`src/dtp_pkg.sv`:
```
// ---------------------------------------------------------------------------
// dtp_pkg: shared definitions for the DNA triple packer
// Symbol codes, the letter-to-code table and the group type that the
// top level and the byte encoder both use.
// ---------------------------------------------------------------------------
package dtp_pkg;

  localparam int SYMBOL_W       = 8;
  localparam int CODE_W         = 3;
  localparam int BYTE_W         = 8;
  localparam int OUT_COUNT_W    = 32;
  localparam int COUNT_BITS_DEF = 32;
  localparam int TABLE_DEPTH    = 20;
  localparam int TABLE_IDX_W    = $clog2(TABLE_DEPTH);

  typedef logic [CODE_W-1:0] code_t;
  // Group of three collapsed symbols, element 0 is the oldest one.
  typedef code_t [2:0] group_t;

  localparam code_t CODE_A = 3'd0;
  localparam code_t CODE_N = 3'd4;

  localparam logic [SYMBOL_W-1:0] LETTER_FIRST = 8'h41;  // 'A'
  localparam logic [SYMBOL_W-1:0] LETTER_LAST  = 8'h54;  // 'T'

  // Codes for 'A' through 'T'; C, G, T and N carry their own code.
  localparam code_t LETTER_CODE [TABLE_DEPTH] = '{
    3'd0, 3'd0, 3'd1, 3'd0, 3'd0, 3'd0, 3'd2, 3'd0, 3'd0, 3'd0,
    3'd0, 3'd0, 3'd0, 3'd4, 3'd0, 3'd0, 3'd0, 3'd0, 3'd0, 3'd3
  };

  // Bits 1:0 of a packed byte hold how many Ns the group carries.
  localparam logic [1:0] N_NONE = 2'd0;
  localparam logic [1:0] N_ONE  = 2'd1;
  localparam logic [1:0] N_TWO  = 2'd2;
  localparam logic [1:0] N_THREE = 2'd3;

endpackage

```
`src/dna_triple_packer.sv`:
```
// ---------------------------------------------------------------------------
// dna_triple_packer: streaming 2-bit nucleotide packer
// Collapses runs of N, maps nucleotides to 2-bit codes and packs three
// collapsed symbols into one byte, with a symbol count on every result.
// ---------------------------------------------------------------------------
//
//  Channel | Direction | tdata (low bit up)                      | side bands
//  --------+-----------+-----------------------------------------+---------------------------
//  s_*     | in        | [7:0] symbol                            | tlast = final_symbol
//  m_*     | out       | [7:0] packed_byte, [39:8] symbol_count  | tuser = byte_present,
//          |           |                                         | tlast = sequence_end
//
// One symbol is taken per cycle. The whole update (map, collapse, group and
// pack) is done in one pass from the input port into the output register,
// so a result appears in the cycle after the transaction that causes it.
// A new transaction is taken whenever the output register is empty or is
// being emptied in the same cycle; while a result waits with m_tready low,
// s_tready stays low for as long as the output stall lasts. rst is
// synchronous and clears the sequence state and the output valid flag.
//
module dna_triple_packer
  import dtp_pkg::*;
#(
  parameter int COUNT_BITS = COUNT_BITS_DEF
) (
  input  logic                         clk,
  input  logic                         rst,
  input  logic                         s_tvalid,
  output logic                         s_tready,
  input  logic [SYMBOL_W-1:0]          s_tdata,   // [7:0] symbol
  input  logic                         s_tlast,   // final_symbol
  output logic                         m_tvalid,
  input  logic                         m_tready,
  output logic [BYTE_W+OUT_COUNT_W-1:0] m_tdata,  // [7:0] packed_byte, [39:8] symbol_count
  output logic                         m_tuser,   // byte_present
  output logic                         m_tlast    // sequence_end
);

  localparam logic [COUNT_BITS-1:0] COUNT_MAX = '1;

  // Sequence state.
  logic [1:0]             held_count;
  code_t [1:0]            held_symbols;
  logic                   previous_was_n;
  logic [COUNT_BITS-1:0]  collapsed_total;

  logic [1:0]             held_count_next;
  code_t [1:0]            held_symbols_next;
  logic                   previous_was_n_next;
  logic [COUNT_BITS-1:0]  collapsed_total_next;

  logic                   accept;
  code_t                  code;
  logic [SYMBOL_W-1:0]    letter_offset;
  logic                   keep;
  logic                   have_group;
  group_t                 group;
  logic                   emit;
  logic [BYTE_W-1:0]      packed_byte;
  logic [OUT_COUNT_W-1:0] shown_count;

  assign s_tready = !m_tvalid || m_tready;
  assign accept   = s_tvalid && s_tready;

  // Letters outside 'A'..'T' map to A, which also keeps the table index
  // in range.
  assign letter_offset = s_tdata - LETTER_FIRST;
  always_comb begin
    if (s_tdata < LETTER_FIRST || s_tdata > LETTER_LAST) begin
      code = CODE_A;
    end else begin
      code = LETTER_CODE[letter_offset[TABLE_IDX_W-1:0]];
    end
  end

  // A second N in a row is dropped; every other symbol joins the group.
  assign keep = !(code == CODE_N && previous_was_n);

  always_comb begin
    held_count_next      = held_count;
    held_symbols_next    = held_symbols;
    previous_was_n_next  = previous_was_n;
    collapsed_total_next = collapsed_total;
    have_group           = 1'b0;
    group                = '{default: CODE_A};
    if (keep) begin
      previous_was_n_next = (code == CODE_N);
      if (collapsed_total != COUNT_MAX) begin
        collapsed_total_next = collapsed_total + COUNT_BITS'(1);
      end
      if (held_count >= 2'd2) begin
        group           = '{code, held_symbols[1], held_symbols[0]};
        held_count_next = 2'd0;
        have_group      = 1'b1;
      end else begin
        held_symbols_next[held_count[0]] = code;
        held_count_next = held_count + 2'd1;
      end
    end
    // A partial group at the end of the sequence is padded with A.
    if (s_tlast && !have_group && held_count_next != 2'd0) begin
      group[0]   = held_symbols_next[0];
      group[1]   = (held_count_next >= 2'd2) ? held_symbols_next[1] : CODE_A;
      group[2]   = CODE_A;
      have_group = 1'b1;
    end
  end

  assign emit = have_group || s_tlast;

  dtp_encoder u_encoder (
    .group       (group),
    .packed_byte (packed_byte)
  );

  // The count shown on the bus saturates at 32 bits when the counter is wider.
  generate
    if (COUNT_BITS > OUT_COUNT_W) begin : g_count_wide
      assign shown_count = (|collapsed_total_next[COUNT_BITS-1:OUT_COUNT_W]) ?
                           '1 : collapsed_total_next[OUT_COUNT_W-1:0];
    end else begin : g_count_narrow
      assign shown_count = OUT_COUNT_W'(collapsed_total_next);
    end
  endgenerate

  always_ff @(posedge clk) begin
    if (rst) begin
      held_count      <= 2'd0;
      held_symbols    <= '{default: CODE_A};
      previous_was_n  <= 1'b0;
      collapsed_total <= '0;
    end else if (accept) begin
      if (s_tlast) begin
        held_count      <= 2'd0;
        held_symbols    <= '{default: CODE_A};
        previous_was_n  <= 1'b0;
        collapsed_total <= '0;
      end else begin
        held_count      <= held_count_next;
        held_symbols    <= held_symbols_next;
        previous_was_n  <= previous_was_n_next;
        collapsed_total <= collapsed_total_next;
      end
    end
  end

  // Output register: loaded on every transaction that yields a result.
  always_ff @(posedge clk) begin
    if (rst) begin
      m_tvalid <= 1'b0;
    end else if (accept) begin
      m_tvalid <= emit;
    end else if (m_tready) begin
      m_tvalid <= 1'b0;
    end
  end

  always_ff @(posedge clk) begin
    if (accept && emit) begin
      m_tdata <= {shown_count, have_group ? packed_byte : BYTE_W'(0)};
      m_tuser <= have_group;
      m_tlast <= s_tlast;
    end
  end

  // The group counter never reaches three.
  assert property (@(posedge clk) disable iff (rst) held_count != 2'd3)
    else $error("held_count reached three");

  // A final symbol leaves the sequence state cleared.
  assert property (@(posedge clk) disable iff (rst)
                   accept && s_tlast |=> held_count == 2'd0 && collapsed_total == '0
                                         && !previous_was_n)
    else $error("sequence state not cleared after final symbol");

  // A result only appears after a transaction that produced it.
  assert property (@(posedge clk) disable iff (rst)
                   $rose(m_tvalid) |-> $past(accept))
    else $error("result appeared without an input transaction");

  // A final symbol always produces a result marked as sequence end.
  assert property (@(posedge clk) disable iff (rst)
                   accept && s_tlast |=> m_tvalid && m_tlast)
    else $error("final symbol produced no end result");

endmodule

```
`src/dtp_encoder.sv`:
```
// ---------------------------------------------------------------------------
// dtp_encoder: packs one group of three symbol codes into a byte
// Plain codes go to the upper six bits; groups with Ns carry the N count in
// the low bits, and a group with one N also carries the N position there.
// ---------------------------------------------------------------------------
module dtp_encoder
  import dtp_pkg::*;
(
  input  group_t              group,
  output logic [BYTE_W-1:0]   packed_byte
);

  logic [2:0] is_n;
  logic [1:0] n_count;
  logic [1:0] hi;
  logic [1:0] lo;
  logic [1:0] n_pos;

  always_comb begin
    for (int i = 0; i < 3; i++) begin
      is_n[i] = (group[i] == CODE_N);
    end
    n_count = 2'($countones(is_n));
    // Codes of the two other positions, higher position first.
    if (is_n[0]) begin
      n_pos = 2'd0;
      hi    = group[2][1:0];
      lo    = group[1][1:0];
    end else if (is_n[1]) begin
      n_pos = 2'd1;
      hi    = group[2][1:0];
      lo    = group[0][1:0];
    end else begin
      n_pos = 2'd2;
      hi    = group[1][1:0];
      lo    = group[0][1:0];
    end
    case (n_count)
      N_NONE:  packed_byte = {group[2][1:0], group[1][1:0], group[0][1:0], N_NONE};
      N_ONE:   packed_byte = {hi, lo, n_pos, N_ONE};
      N_TWO:   packed_byte = {4'd0, group[1][1:0], N_TWO};
      default: packed_byte = {6'd0, N_THREE};
    endcase
  end

endmodule

```
`config.mk`:
```
export PLATFORM = sky130hd
export DESIGN_NAME = dna_triple_packer
export DESIGN_NICKNAME = d
export VERILOG_FILES = /design/src/dtp_pkg.sv /design/src/dna_triple_packer.sv /design/src/dtp_encoder.sv
export SDC_FILE = /design/constraint.sdc
export NUM_CORES = 1
export LEC_CHECK = 0
export BUFFER_PORTS_ARGS = -buffer_cell sky130_fd_sc_hd__buf_2
export CAP_MARGIN = 40
export CORE_MARGIN = 3
export CORE_UTILIZATION = 60
export DETAILED_ROUTE_END_ITERATION = 8
export HOLD_SLACK_MARGIN = 0.03
export PLACE_DENSITY = 0.86
export SLEW_MARGIN = 20
export SYNTH_ARGS = -nofsm -noshare
export SYNTH_HDL_FRONTEND = slang
export SYNTH_SLANG_ARGS = --single-unit
export TNS_END_PERCENT = 10
```
`constraint.sdc`:
```
create_clock -name clk -period 6.87 [get_ports clk]
set_input_delay 1.374 -clock clk [delete_from_list [all_inputs] [get_ports clk]]
set_output_delay 1.374 -clock clk [all_outputs]
set_load 0.05 [all_outputs]
```
Word level (Yosys, flattened, before mapping)
Memory sizes are Yosys's and may differ from the RTL's.
Index checks and enable logic that the tools add are counted.
{"block": "classes", "reduce_logical": 15, "n_bitwise": 1, "n_lt_le_gt_ge": 7, "addsub": 5, "n_mux": 32, "eq_ne": 8}
{"operator": "$mux W32", "count": 3}
{"operator": "$add A32 B1 Y32 const B", "count": 1}
{"operator": "$ne A32 B32 Y1 const B", "count": 1}
{"operator": "$mux W9", "count": 3}
{"operator": "$pmux W8 S3", "count": 1}
{"operator": "$mux W6", "count": 3}
{"operator": "$mux W2", "count": 8}
{"operator": "$mux W3", "count": 5}
{"operator": "$eq A3 B3 Y1 const B", "count": 4}
{"operator": "$gt A8 B7 Y1 const B", "count": 1}
{"operator": "$lt A8 B7 Y1 const B", "count": 1}
{"operator": "$mux W1", "count": 7}
{"operator": "$bwmux W6", "count": 1}
{"operator": "$ge A6 B6 Y1 const B", "count": 1}
{"operator": "$logic_and A1 B1 Y1", "count": 6}
{"operator": "$not A5 Y6", "count": 1}
{"operator": "$sub A5 B1 Y5 const B", "count": 1}
{"operator": "$ge A2 B2 Y1 const B", "count": 2}
{"operator": "$reduce_bool A2 Y1", "count": 2}
{"operator": "$demux W3 S1", "count": 1}
{"operator": "$logic_or A1 B1 Y1", "count": 3}
{"operator": "$add A1 B1 Y2", "count": 1}
{"operator": "$add A2 B1 Y2", "count": 1}
{"operator": "$add A2 B1 Y2 const B", "count": 1}
{"operator": "8 further kinds", "count": 9}
{"block": "word_totals", "memories": 1, "reg_bits": 84, "rom_bits": 96}
{"name": "(no name shown)", "depth": 32, "word_bits": 3, "read_ports": 1, "rd_ports_with_merged_regs": 0, "wr": 0, "line_no": "dna_triple_packer.sv:72", "rtl": "code = LETTER_CODE[letter_offset[TABLE_IDX_W-1:0]];"}

Depth between registers and ports, before layout
{"block": "depth", "depth_word": 18, "depth_mapped": 11, "depth_no_buf": 9}

Hierarchy
From an unflattened synthesis, not the netlist that was laid out.
{"block": "hier_totals", "cells_unflattened": 455, "hier_area_um2": 4310.4}
{"mod": "dna_triple_packer", "cells_per_inst": 424, "area_each_um2": 4112.7, "seq_area_each_um2": 2102.0, "n_inst": 1}
{"mod": "dtp_encoder", "cells_per_inst": 31, "area_each_um2": 197.7, "seq_area_each_um2": 0.0, "n_inst": 1}

Least setup slack after synthesis
Ideal clock, no wire load.
{"block": "synth_timing", "kind": "input to register", "start": "input s_tdata[7]", "end": "register m_tdata[6], data pin", "setup_time_ns": 0.268, "slack_ns": 2.916, "required_time_ns": 6.602, "arrival_ns": 3.685, "path_stages": 9, "path_cell_list": "nor4bb_1 > clkbuf_1 > nand3_1 > a221oi_1 > nand2_1 > fa_1 > inv_1 > a32oi_1 > o22ai_1"}
{"block": "synth_via", "elab_chain_cells": 15, "elab_cells_between_ends": 32}
{"item": "start: declaration", "line_no": "dna_triple_packer.sv:30", "rtl": "input logic [SYMBOL_W-1:0] s_tdata,"}
{"item": "$lt A8 B7 Y1 or $gt A8 B7 Y1 (tied branches)", "line_no": "dna_triple_packer.sv:69", "rtl": "if (s_tdata < LETTER_FIRST || s_tdata > LETTER_LAST) begin"}
{"item": "$logic_or A1 B1 Y1 *", "line_no": "dna_triple_packer.sv:69"}
{"item": "$mux W3 *", "line_no": "dna_triple_packer.sv:69"}
{"item": "branches (longest 12 deep; another with $ge A2 B2 Y1)"}
{"item": "end signal: assignment", "line_no": "dna_triple_packer.sv:160", "rtl": "m_tdata <= {shown_count, have_group ? packed_byte : BYTE_W'(0)};"}
{"item": "end: declaration", "line_no": "dna_triple_packer.sv:34", "rtl": "output logic [BYTE_W+OUT_COUNT_W-1:0] m_tdata,"}
Mark *: on every way between the ends.
A chain may end at the register's enable or synchronous reset.

Final worst setup path
Ends and elaborated chain as after synthesis.

==> results.py <==
metrics = {
    "power_and_ir_drop": {
        "leakage_nw": 1.89,
        "vdd.ir_drop.worst_mv": 0.0945,
        "pwr_density_cell_mw_per_mm2": 183,
    },
    "synth": {
        "synth.ff_latch_count": 84,
        "yosysSeqAreaShare_pct": 43.6,
        "avgSynthCellArea_sq_um": 9.14,
        "yosys.cell_types.count": 68,
        "number_of_flops_mapped_to_enable_cells_by_yosys": 42,
        "ys_async_rst_share_pct": 0,
        "synthCells": 527,
        "synth_top_area_share_pct": 26.2,
        "yosysTopAreaCell": "edfxtp_1",
        "synthesis.yosys.warnings": 0,
        "netlist_area_sq_mm": 0.00482,
        "yosys_most_used_dff": "edfxtp_1",
        "synth_top_cells_by_area": "edfxtp_1, dfxtp_1, nand2_1",
        "synth_nets": 542,
    },
    "global_routing": {
        "largest_net_degree_at_the_start_of_global_routing": 43,
        "antenna_found_initial": 0,
        "first_pass_grt_wire_length_mm": 18.5,
        "global_route.usage.total_pct": 25.6,
        "via_count_of_the_first_global_routing_pass": 4044,
        "globalRoute.totalOverflow": 0,
    },
    "clock_tree": {
        "clk_transition_reported_paths_ps": 80,
        "cts_max_level": 3,
        "cts.repair.resized": 0,
        "clock_tree.buffer_depth": 2,
        "clk_latency_ps": 350,
        "hold_buffer_count_at_cts": 0,
        "tritoncts_clock_tree": "built",
        "cts-buffers-inserted": 9,
        "cts.root.buffer_cell": "clkbuf_8",
        "numClockSinks": 84,
        "postCtsSetupRepairBufs": 0,
    },
    "job": {
        "max-cap-violations": 0,
    },
    "critical_path": {
        "worstPathCellList": "buf_2 -> nor4bb_1 -> buf_2 -> nand3_1 -> a221oi_1 -> nand2_1 -> fa_1 -> inv_1 -> a32oi_1 -> o22ai_1",
        "cp.arrival_ps": 4420,
        "worst-endpoint-required_ps": 6970,
        "setup.worst_path.class": "input pin to flop",
        "crit_start_category": "input pin",
        "timing.critical_path.slowest_cell_delay_ps": 670,
        "path_common_cell": "buf_2",
        "cp-end-kind": "flop",
        "crit_path_max_fo": 7,
        "regToRegSetupSlack_ps": 3660,
        "cp_max_stage_cell": "fa_1",
    },
    "route": {
        "drt-vias-per-instance": 6.57,
        "drtPass1Iterations": 5,
        "drc_violations_left": 0,
        "routed_wire_length_per_instance_um": 17.0,
        "drt_first_iter_violations": 365,
        "final_antenna_net_count": 0,
        "drt-total-wl_mm": 11.2,
        "vias": 4350,
    },
    "sta": {
        "finalClockSkew_ps": 10.1,
        "fin_crit_sh_pct": 62.9,
        "totalNegativeSetupSlack_ps": 0,
        "max_slew_margin_pct": 42.4,
        "timing.final.crit_period_ps": 4320,
        "timing.final.setup_violations": 0,
        "worst_pin_slew_ps": 862,
        "timing.fmax_ghz": 0.231,
        "setup_repair_after_global_routing_missed_its_margin": "false",
        "number_of_hold_violations_in_the_final_report": 0,
        "finalMaxSlewViolations": 0,
    },
    "placed_design": {
        "place_congestion": 0.862,
        "hpwl_mm": 7.63,
        "post_placement_cell_area_sq_mm": 0.00508,
        "numPortBuffers": 56,
    },
    "die": {
        "initial_core_util_pct": 62.0,
        "core_sq_mm": 0.00777,
        "floorplan.io_pins": 57,
        "die-width_um": 95.6,
        "dieArea_sq_mm": 0.00914,
        "placementRows": 32,
        "die_y_um": 95.6,
    },
    "final_layout": {
        "most-common-layout-cells": "buf_2, nand2_1, dfxtp_1, edfxtp_1, nor2_1",
        "share_of_cells_above_drive_strength_1_pct": 15.9,
        "nNetsFinal": 570,
        "diodes": 0,
        "final_common_cell": "buf_2",
        "stdcell_area_sq_mm": 0.00527,
        "fin_util_pct": 67.8,
        "area.growth.synth_to_final_pct": 9.30,
    },
    "min_path": {
        "hp-class": "flop to flop",
    },
    "run_status": {
        "run_status": "completed",
    },
}
==> logic make-up (layout without fill, tap and decap cells) <==
family | after synthesis | count (layout) | synth area share (%)
simple gates | 237 | 237 | 27.5
xor+xnor | 30 | 30 | 5.45
mux | 1 | 1 | 0.234
buf+inv | 63 | 96 | 5.87
fa+ha+maj | 2 | 2 | 0.675
flops | 84 | 84 | 43.6
compound gates | 110 | 110 | 16.6
==> stage by stage <==
step	setup slack, ps	instances	power, mW	hold slack (ps)
2_1_floorplan	2920	527	0.611	446
3_3_place_gp	1990	642	0.632	458
3_5_place_dp	2230	646	0.636	478
4_1_cts	2600	662	0.966	488
5_1_grt	2220	662	0.994	503
6_report	2550	662	0.963	487
==> where the power goes <==
part | switching [mW] | internal [mW]
clock network | 0.171 | 0.167
registers | 0.00324 | 0.533
logic | 0.0687 | 0.0197
==> cells in the mapped netlist, types with 3 or more instances <==
cell / n
nor3_2: 4
nand3_1: 29
a31oi_1: 19
nand3b_1: 10
or4_1: 11
xor2_1: 16
a21oi_1: 17
clkbuf_1: 26
nor2_1: 39
or3_1: 3
buf_4: 3
inv_1: 16
o311ai_0: 5
and4_1: 6
dfxtp_1: 42
xnor2_1: 14
and2_1: 6
a311o_1: 9
and3_1: 9
nand4_1: 26
nand2b_1: 6
a2111oi_0: 3
a22oi_1: 5
buf_2: 14
o21ai_0: 7
a21o_1: 3
nor3_1: 18
nand2_1: 47
nor2b_1: 5
o211ai_1: 14
edfxtp_1: 42
==> area by class of cell <==
cell class | count | area, sq um
Sequential cell | 84 | 2100
Timing Repair Buffer | 64 | 359
Fill cell | 628 | 2500
Clock inverter | 5 | 52.6
Inverter | 16 | 60.1
Tap cell | 102 | 128
Clock buffer | 11 | 131
Multi-Input combinational cell | 380 | 2430
==> path summary, 6_finish.rpt <==
| path | startpoint | endpoint | cells past startpoint |
|---|---|---|---|
| setup / recovery | s_tdata[7] | m_tdata[6] | 10 |
| setup reg to reg | previous_was_n | m_tdata[6] | 8 |
| hold / removal | held_symbols[2] | held_symbols[2] | 2 |
| hold reg to reg | held_symbols[2] | held_symbols[2] | 2 |
==> per-layer routing <==
| layer | vias to the layer above | global-route usage (%) | wire length (um) |
|---|---|---|---|
| li1 | 2059 | - | - |
| met1 | 2057 | 30.5 | 4590 |
| met2 | 213 | 44.5 | 5630 |
| met3 | 21 | 5.05 | 814 |
| met4 | 0 | 11.1 | 213 |
| met5 | - | 0 | 0 |
==> worst max-delay path: cells and delay by family <==
kind                     cells  cell delay (ps)
AO/OA/AOI/OAI                3              980
AND/OR/NAND/NOR              3              910
adder cells (fa/ha/maj)      1              670
buffers and inverters        3              490
==> state kept, by name (all words and copies together), names as in the netlist <==
| register | cells |
|---|---|
| m_tuser | 1 |
| m_tdata | 40 |
| collapsed_total | 32 |
| held_count | 2 |
| held_symbols | 6 |
| m_tlast | 1 |
| m_tvalid | 1 |
| previous_was_n | 1 |
No activity file was read; power rests on OpenSTA's default activity.
